File: config.mk
export PLATFORM = sky130hd
export DESIGN_NAME = ksat_ctrl
export DESIGN_NICKNAME = d
export VERILOG_FILES = /design/src/ksat_pkg.sv /design/src/ksat_ctrl.sv
export SDC_FILE = /design/constraint.sdc
export NUM_CORES = 1
export LEC_CHECK = 0
export ABC_CLOCK_PERIOD_IN_PS = 14200
export BUFFER_PORTS_ARGS = -buffer_cell sky130_fd_sc_hd__buf_2
export CAP_MARGIN = 0
export CORE_UTILIZATION = 40
export CTS_BUF_LIST = sky130_fd_sc_hd__clkbuf_16
export CTS_CLUSTER_DIAMETER = 150
export CTS_CLUSTER_SIZE = 20
export DETAILED_ROUTE_END_ITERATION = 7
export PLACE_DENSITY = 0.65
export SYNTH_ARGS = -nofsm -noshare
export SYNTH_HDL_FRONTEND = slang
export SYNTH_SLANG_ARGS = --single-unit
File: constraint.sdc
create_clock -name clk -period 14.2 [get_ports clk]
set_input_delay 4.26 -clock clk [delete_from_list [all_inputs] [get_ports clk]]
set_output_delay 4.26 -clock clk [all_outputs]
set_load 0.02 [all_outputs]
File: src/ksat_pkg.sv
`timescale 1ns / 1ps
// Shared types and constants for the keyed sum aggregation table.
// Used by ksat_store, ksat_ctrl and keyed_sum_aggregation_table_unit; depends on nothing.
package ksat_pkg;

    // Default sizes of the table
    localparam int TABLE_ENTRIES_DEF = 64;
    localparam int KEY_BITS_DEF      = 64;

    // Fixed field widths of the item and result
    localparam int KEY_W  = 64;
    localparam int SEV_W  = 8;
    localparam int SUM_W  = 32;
    localparam int KIND_W = 2;

    localparam logic [SUM_W-1:0] SUM_MAX = '1;

    // Operation codes of an input item
    localparam logic OP_ADD  = 1'b0;
    localparam logic OP_DUMP = 1'b1;

    // Result kinds
    localparam logic [KIND_W-1:0] KIND_ENTRY = 2'd0;
    localparam logic [KIND_W-1:0] KIND_EMPTY = 2'd1;
    localparam logic [KIND_W-1:0] KIND_FULL  = 2'd2;

    // One input item
    typedef struct packed {
        logic             operation;
        logic [KEY_W-1:0] key;
        logic [SEV_W-1:0] severity;
    } req_t;

    // One result item
    typedef struct packed {
        logic [KIND_W-1:0] kind;
        logic [KEY_W-1:0]  entry_key;
        logic [SUM_W-1:0]  total;
        logic              last;
    } rsp_t;

    // Control from the sequencer to the table memories
    typedef struct packed {
        logic rd_en;
        logic key_we;
        logic sum_we;
    } store_ctl_t;

    // Sequencer states
    typedef enum logic [1:0] {
        ST_IDLE,
        ST_SEARCH,
        ST_DUMP
    } state_t;

endpackage

File: src/ksat_ctrl.sv
`timescale 1ns / 1ps
// Sequencer of the aggregation table: linear key search, update, append and dump.
// Depends on ksat_pkg; drives the memories in ksat_store.
module ksat_ctrl #(
    parameter int TABLE_ENTRIES = ksat_pkg::TABLE_ENTRIES_DEF,
    parameter int KEY_BITS      = ksat_pkg::KEY_BITS_DEF,
    parameter int AW            = $clog2(TABLE_ENTRIES)
) (
    input  logic                       clk,
    input  logic                       rst_n,
    input  logic                       start,
    output logic                       busy,
    input  ksat_pkg::req_t             item,
    output ksat_pkg::rsp_t             result,
    output logic                       result_strobe,
    output ksat_pkg::store_ctl_t       ctl,
    output logic [AW-1:0]              rd_addr,
    output logic [AW-1:0]              wr_addr,
    output logic [KEY_BITS-1:0]        wr_key,
    output logic [ksat_pkg::SUM_W-1:0] wr_sum,
    input  logic [KEY_BITS-1:0]        rd_key,
    input  logic [ksat_pkg::SUM_W-1:0] rd_sum
);
    import ksat_pkg::*;

    localparam int CW = $clog2(TABLE_ENTRIES + 1);
    localparam logic [CW-1:0] COUNT_FULL = CW'(TABLE_ENTRIES);

    state_t              state_reg, state_next;
    logic [CW-1:0]       count_reg, count_next;
    logic [AW-1:0]       idx_reg, idx_next;
    logic [KEY_BITS-1:0] key_reg, key_next;
    logic [SEV_W-1:0]    sev_reg, sev_next;
    rsp_t                rsp_reg, rsp_next;
    logic                strobe_reg, strobe_next;

    logic                last_idx;
    logic [AW-1:0]       follow_idx;
    logic [SUM_W:0]      sum_wide;
    logic [SUM_W-1:0]    sum_sat;

    // Position in the scan and the saturated update of the entry under compare.
    assign last_idx   = ((CW'(idx_reg) + CW'(1)) == count_reg);
    assign follow_idx = last_idx ? '0 : idx_reg + AW'(1);
    assign sum_wide   = {1'b0, rd_sum} + (SUM_W + 1)'(sev_reg);
    assign sum_sat    = sum_wide[SUM_W] ? SUM_MAX : sum_wide[SUM_W-1:0];

    // Control registers.
    always_ff @(posedge clk or negedge rst_n)
    begin
        if (!rst_n)
        begin
            state_reg  <= ST_IDLE;
            count_reg  <= '0;
            idx_reg    <= '0;
            strobe_reg <= 1'b0;
        end
        else
        begin
            state_reg  <= state_next;
            count_reg  <= count_next;
            idx_reg    <= idx_next;
            strobe_reg <= strobe_next;
        end
    end

    // Payload registers.
    always_ff @(posedge clk)
    begin
        key_reg <= key_next;
        sev_reg <= sev_next;
        rsp_reg <= rsp_next;
    end

    // Next state, memory control and result.
    always_comb
    begin
        state_next  = state_reg;
        count_next  = count_reg;
        idx_next    = idx_reg;
        key_next    = key_reg;
        sev_next    = sev_reg;
        rsp_next    = rsp_reg;
        strobe_next = 1'b0;
        ctl         = '0;
        rd_addr     = '0;
        wr_addr     = count_reg[AW-1:0];
        wr_key      = key_reg;
        wr_sum      = SUM_W'(sev_reg);

        case (state_reg)
            ST_IDLE:
            begin
                if (start)
                begin
                    key_next   = item.key[KEY_BITS-1:0];
                    sev_next   = item.severity;
                    idx_next   = '0;
                    ctl.rd_en  = 1'b1;
                    if (item.operation == OP_ADD)
                    begin
                        if (count_reg == '0)
                        begin
                            // Empty table: the first key goes straight in.
                            wr_key     = item.key[KEY_BITS-1:0];
                            wr_sum     = SUM_W'(item.severity);
                            ctl.key_we = 1'b1;
                            ctl.sum_we = 1'b1;
                            count_next = CW'(1);
                        end
                        else
                        begin
                            state_next = ST_SEARCH;
                        end
                    end
                    else
                    begin
                        if (count_reg == '0)
                        begin
                            rsp_next.kind      = KIND_EMPTY;
                            rsp_next.entry_key = '0;
                            rsp_next.total     = '0;
                            rsp_next.last      = 1'b1;
                            strobe_next        = 1'b1;
                        end
                        else
                        begin
                            state_next = ST_DUMP;
                        end
                    end
                end
            end

            ST_SEARCH:
            begin
                // Compare the entry read last cycle while the next one is read.
                rd_addr   = follow_idx;
                ctl.rd_en = 1'b1;
                if (rd_key == key_reg)
                begin
                    wr_addr    = idx_reg;
                    wr_sum     = sum_sat;
                    ctl.sum_we = 1'b1;
                    state_next = ST_IDLE;
                end
                else if (last_idx)
                begin
                    if (count_reg == COUNT_FULL)
                    begin
                        rsp_next.kind      = KIND_FULL;
                        rsp_next.entry_key = KEY_W'(key_reg);
                        rsp_next.total     = '0;
                        rsp_next.last      = 1'b1;
                        strobe_next        = 1'b1;
                    end
                    else
                    begin
                        ctl.key_we = 1'b1;
                        ctl.sum_we = 1'b1;
                        count_next = count_reg + CW'(1);
                    end
                    state_next = ST_IDLE;
                end
                else
                begin
                    idx_next = follow_idx;
                end
            end

            ST_DUMP:
            begin
                // One entry per cycle in insertion order, then the table is emptied.
                rd_addr            = follow_idx;
                ctl.rd_en          = 1'b1;
                rsp_next.kind      = KIND_ENTRY;
                rsp_next.entry_key = KEY_W'(rd_key);
                rsp_next.total     = rd_sum;
                rsp_next.last      = last_idx;
                strobe_next        = 1'b1;
                idx_next           = follow_idx;
                if (last_idx)
                begin
                    count_next = '0;
                    state_next = ST_IDLE;
                end
            end

            default:
            begin
                state_next = ST_IDLE;
            end
        endcase
    end

    assign busy          = (state_reg != ST_IDLE);
    assign result        = rsp_reg;
    assign result_strobe = strobe_reg;

    // The entry count never passes the table size.
    assert property (@(posedge clk) disable iff (!rst_n) count_reg <= COUNT_FULL)
        else $error("entry count above table size");

    // A search or dump only walks over stored entries.
    assert property (@(posedge clk) disable iff (!rst_n)
        (state_reg == ST_SEARCH || state_reg == ST_DUMP) |-> CW'(idx_reg) < count_reg)
        else $error("scan index beyond stored entries");

    // A table-full error is only reported when every entry is taken.
    assert property (@(posedge clk) disable iff (!rst_n)
        (strobe_reg && rsp_reg.kind == KIND_FULL) |-> count_reg == COUNT_FULL)
        else $error("table-full error with room left");

    // The final dumped entry coincides with an emptied table.
    assert property (@(posedge clk) disable iff (!rst_n)
        (strobe_reg && rsp_reg.kind == KIND_ENTRY && rsp_reg.last) |-> count_reg == '0)
        else $error("table not cleared after dump");

    // Adds never produce entry results, so a dump result needs the dump state in the previous cycle.
    assert property (@(posedge clk) disable iff (!rst_n)
        (strobe_reg && rsp_reg.kind == KIND_ENTRY) |-> $past(state_reg) == ST_DUMP)
        else $error("entry result outside a dump");

endmodule

== Yosys cells after proc, flatten, opt, wreduce, memory -nomap -nowiden ==
Cells that the tools add are included.

* Reduce and logical (&&, ||, !) cells: 10
* Mux-type cells: 56
* Equality and inequality tests: 16
* Add/sub/neg operators: 4

{| class="wikitable"
|+ Operators by type and width
! cell !! count
|-
| $mux W99 || 6
|-
| $pmux W99 S3 || 1
|-
| $mux W64 || 4
|-
| $eq A64 B64 Y1 || 1
|-
| $mux W32 || 2
|-
| $pmux W32 S2 || 1
|-
| $mux W7 || 7
|-
| $mux W6 || 7
|-
| $add A32 B8 Y33 || 1
|-
| $mux W8 || 3
|-
| $ne A2 B2 Y1 const B || 11
|-
| $pmux W7 S3 || 1
|-
| $mux W2 || 10
|-
| $pmux W6 S3 || 1
|-
| $mux W1 || 8
|-
| $reduce_and A8 Y1 || 1
|-
| $add A6 B1 Y7 const B || 1
|-
| $add A7 B1 Y7 const B || 1
|-
| $eq A7 B7 Y1 || 1
|-
| $eq A7 B7 Y1 const B || 1
|-
| $logic_not A7 Y1 || 1
|-
| $reduce_and A7 Y1 || 1
|-
| $add A6 B1 Y6 const B || 1
|-
| $pmux W2 S3 || 1
|-
| 12 further kinds || 13
|}

* Output and inout port bits: 212
* Bits of input ports: 172
* Register bits after elaboration: 187
* Word-level logic and storage cells: 96

== Logic depth before layout (Yosys ltp) ==
* Depth after elaboration: 6
* Gate-level depth with buffers: 10
* Depth with buffers taken out: 9

== Worst setup path before layout ==
No wires, ideal clock.

* Kind: input to output
* Start point: input port start
* End point: output port wr_sum[2] in the netlist's numbering
* Path slack: 1087 ps
* Path buffers: 2
* Required time: 9940 ps
* Arrival time: 8853 ps
* Stages on the path: 7
* Cells stage by stage: inv_1 -> nor2_1 -> nand3_1 -> clkbuf_1 -> buf_2 -> mux2i_1 -> o21ai_0

* Word-level cells in the longest chain between the ends: 2

{| class="wikitable"
|+ Ends and longest elaborated chain
! element !! line !! RTL
|-
| start, declared || ksat_ctrl.sv:11 || <nowiki>input logic start,</nowiki>
|-
| $mux W8 || ksat_ctrl.sv:94 || <nowiki>if (start)</nowiki>
|-
| $pmux W32 S2 || ksat_ctrl.sv:91 || <nowiki>case (state_reg)</nowiki>
|-
| end, declared || ksat_ctrl.sv:20 || <nowiki>output logic [ksat_pkg::SUM_W-1:0] wr_sum,</nowiki>
|}

No other way between the ends.

== Worst setup path in the final report ==
* Start point: input port rd_sum[0] in the netlist's numbering
* End point: output port wr_sum[6] in the netlist's numbering

* Word-level cells in the longest chain between the ends: 4

{| class="wikitable"
|+ Ends and longest elaborated chain
! element !! line !! RTL
|-
| start, declared || ksat_ctrl.sv:22 || <nowiki>input logic [ksat_pkg::SUM_W-1:0] rd_sum</nowiki>
|-
| $add A32 B8 Y33 || ksat_ctrl.sv:45 || <nowiki>assign sum_wide = {1'b0, rd_sum} + (SUM_W + 1)'(sev_reg);</nowiki>
|-
| $mux W32 || ksat_ctrl.sv:46 || <nowiki>assign sum_sat = sum_wide[SUM_W] ? SUM_MAX : sum_wide[SUM_W-1:0];</nowiki>
|-
| $mux W32 || ksat_ctrl.sv:139 || <nowiki>if (rd_key == key_reg)</nowiki>
|-
| $pmux W32 S2 || ksat_ctrl.sv:91 ||
|}

No other way between the ends.

==> metrics <==
placer congestion estimate=around 0.84; Syn Area/Cell=approximately 13 um2; Worst Reg-to-Reg Cells=8; CTS tree=built; GRT overflow=0; Startpoint Class=primary input; Antenna Violating Nets Remaining=0; post-layout minimum cycle time=between 10000 and 15000 ps; via count of the first global-routing pass=just under 8000; Worst Path Required=roughly 9900 ps; Detailed Place HPWL=around 23000 um; total wire length=between 30000 and 40000 um; register bit total from synthesis=187; R2R Setup Slk=10650 ps; slew margin rel.=about 18%; drc violations=0; Seq/Total Area, Yosys=55.3%; total track usage=23.6%; final worst-path cycle share=between 80% and 90%; leading cell types in the layout, fill and taps excluded=buf_2 (383), edfxtp_1 (171), xor2_1 (82); Setup Skew=between 20 and 25 ps; Gate Count Post-Synth=about 800; post-cts sizing count=0; Clk Latency, worst-skew pair=around 440 ps; area grow syn2layout=28.6%; Clock Sinks=approximately 190; crit path capture=wr_sum[6]; Initial DRC Count=between 600 and 700; leading area contributor after synthesis=edfxtp_1; Crit. Startpoint=rd_sum[0]; WL met2=between 15000 and 20000 um; r2r startpoint=idx_reg[2]; wire length on met3=between 2000 and 2500 um; Synth Cell Area=roughly 10000 um2; Overall Power=2.59 mW; Synth Warn #=0; I/O Pins=~380; final non-filler cell total=between 1000 and 1500; initial core utilization=roughly two fifths; CP Max Fanout=22; share of the synthesized area in the top cell type=around 51%; Worst Max-Slew Pin Slew=1220 ps; H-tree levels=4; share of cells above drive strength 1=~44%; post-layout util=52.6%; Post-synth EDFFs=around 170; Max VDD drop=roughly 0.17 mV; Hold Crit Class=reg -> reg; die span in y=160 um; fmax=82.5 MHz; max FFs per register=slightly below 100; commonest non-fill, non-tap cell in the layout=buf_2; final-report hold violation count=0; DR vias/cell=~5.4; initial antenna violation count=6; Final #Nets=approximately 1300; Synth area leaders=edfxtp_1 (51%), mux2_2 (8.6%), xor2_1 (7.2%); drt wl/cell=20.7 um; area of the die=25700 um2; async set-or-reset flop fraction in the synthesized netlist=about 8.6%; RSZ-0062 raised after global routing=no; postcts setup bufs=0; Yosys cell types=64; syn nets=974; global-route wire length before repair=45900 um; max-slew violation count=0; PwrDens=between 200 and 250 nW/um2; largest net degree at the start of global routing=a little over 70; Die X=160 um; num rows=57; Core ar.=between 20000 and 25000 um2; WHS=560 ps; endpoints failing setup=0; setup TNS=0 ps; drt first pass iters=5; status=completed; Via Count=between 8000 and 9000; main flop type after synthesis=edfxtp_1; CP arrival=approximately 7900 ps; CTS Buffer Depth=2; Placed Instances=roughly 1500; CTS root buf=clkbuf_16; max cap viols=0; Reg clk slew, reported paths=around 70 ps; met1 wire length=roughly 12000 um; port bufs=between 300 and 400; Leak=around 5.6 nW; R2R Path End=result[94]; Top Metal Used=met5; crit end category=primary output; cts hold-fix bufs=0; CP Class=in -> out; Num CTS Buffers=17
[power breakdown]
| part | total [mW] | internal [mW] | switching (mW) |
|---|---|---|---|
| registers | 0.950 | 0.877 | 0.0729 |
| logic | 1.16 | 0.364 | 0.798 |
| clock network | 0.482 | 0.238 | 0.245 |
| total | 2.59 | 1.48 | 1.12 |
[critical path, stage by stage]
cell and delay, ps:
buf_2 110, ha_1 220, fa_1 410, a21oi_1 210, o21ai_0 150, a2111oi_0 900
nor3_1 340, nand4_1 710, and3_1 270, o22ai_1 80, buf_2 200
[through the flow]
step	setup WS, ps	area, um2
after global routing	1570	12900
after CTS	2070	12900
after detailed placement	2070	12300
after floorplan	1090	10000
final	2070	12900
after global placement	2190	12300
[per-layer routing]
| layer | global-route usage [%] | vias to the layer above |
|---|---|---|
| li1 | - | 3773 |
| met1 | 27.3 | 3900 |
| met2 | 41.6 | 354 |
| met3 | 7.17 | 41 |
| met4 | 7.32 | 4 |
| met5 | 0 | - |
[worst min path at each step]
stage / start / to / slack [ps] / cells past startpoint
6_report: state_reg[1] / state_reg[1] / 560 / 1
5_1_grt: state_reg[0] / state_reg[0] / 590 / 1
4_1_cts: state_reg[1] / state_reg[1] / 560 / 1
3_5_place_dp: state_reg[1] / state_reg[1] / 540 / 1
3_3_place_gp: state_reg[1] / state_reg[1] / 530 / 1
2_1_floorplan: state_reg[1] / state_reg[1] / 510 / 1
[cell usage after synthesis (2+ instances only)]
cell,instances
or3_1,2
a31oi_1,8
nand2b_1,3
ha_1,15
o2bb2ai_1,3
a22o_1,64
nand4_1,11
edfxtp_1,171
clkinv_1,2
xnor2_1,15
nor2_1,27
a31o_2,4
buf_2,10
and3_1,41
a21o_1,3
mux2_2,76
dfrtp_1,16
nor4_1,19
o21a_1,7
inv_1,17
clkbuf_1,30
nand3_1,18
buf_4,2
o21ai_0,20
nor3_1,17
o22ai_1,4
nand3b_1,2
and2_1,4
xor2_1,82
a21oi_1,26
nor3b_1,2
mux2i_1,10
a41oi_1,3
nand2_1,22
[cell families (layout without fill, tap and decap cells)]
logic type | Yosys count | in the layout | synth area share [%]
xor+xnor | 97 | 97 | 8.49
buf+inv | 62 | 442 | 2.53
fa+ha+maj | 16 | 16 | 2.08
flops | 187 | 187 | 55.3
compound gates | 160 | 160 | 12.2
simple gates | 178 | 178 | 9.80
mux | 86 | 86 | 9.55
other cells | 0 | 4 | 0
[layout make-up]
cell class / count / area (um2)
Antenna cell: 4 / 10.0
Tap cell: 324 / 405
Fill cell: 2173 / 11600
Multi-Input combinational cell: 537 / 4270
Sequential cell: 187 / 5540
Clock buffer: 17 / 425
Inverter: 19 / 71.3
Timing Repair Buffer: 391 / 1980
Clock inverter: 15 / 175
No activity file was read; power rests on OpenSTA's default activity.
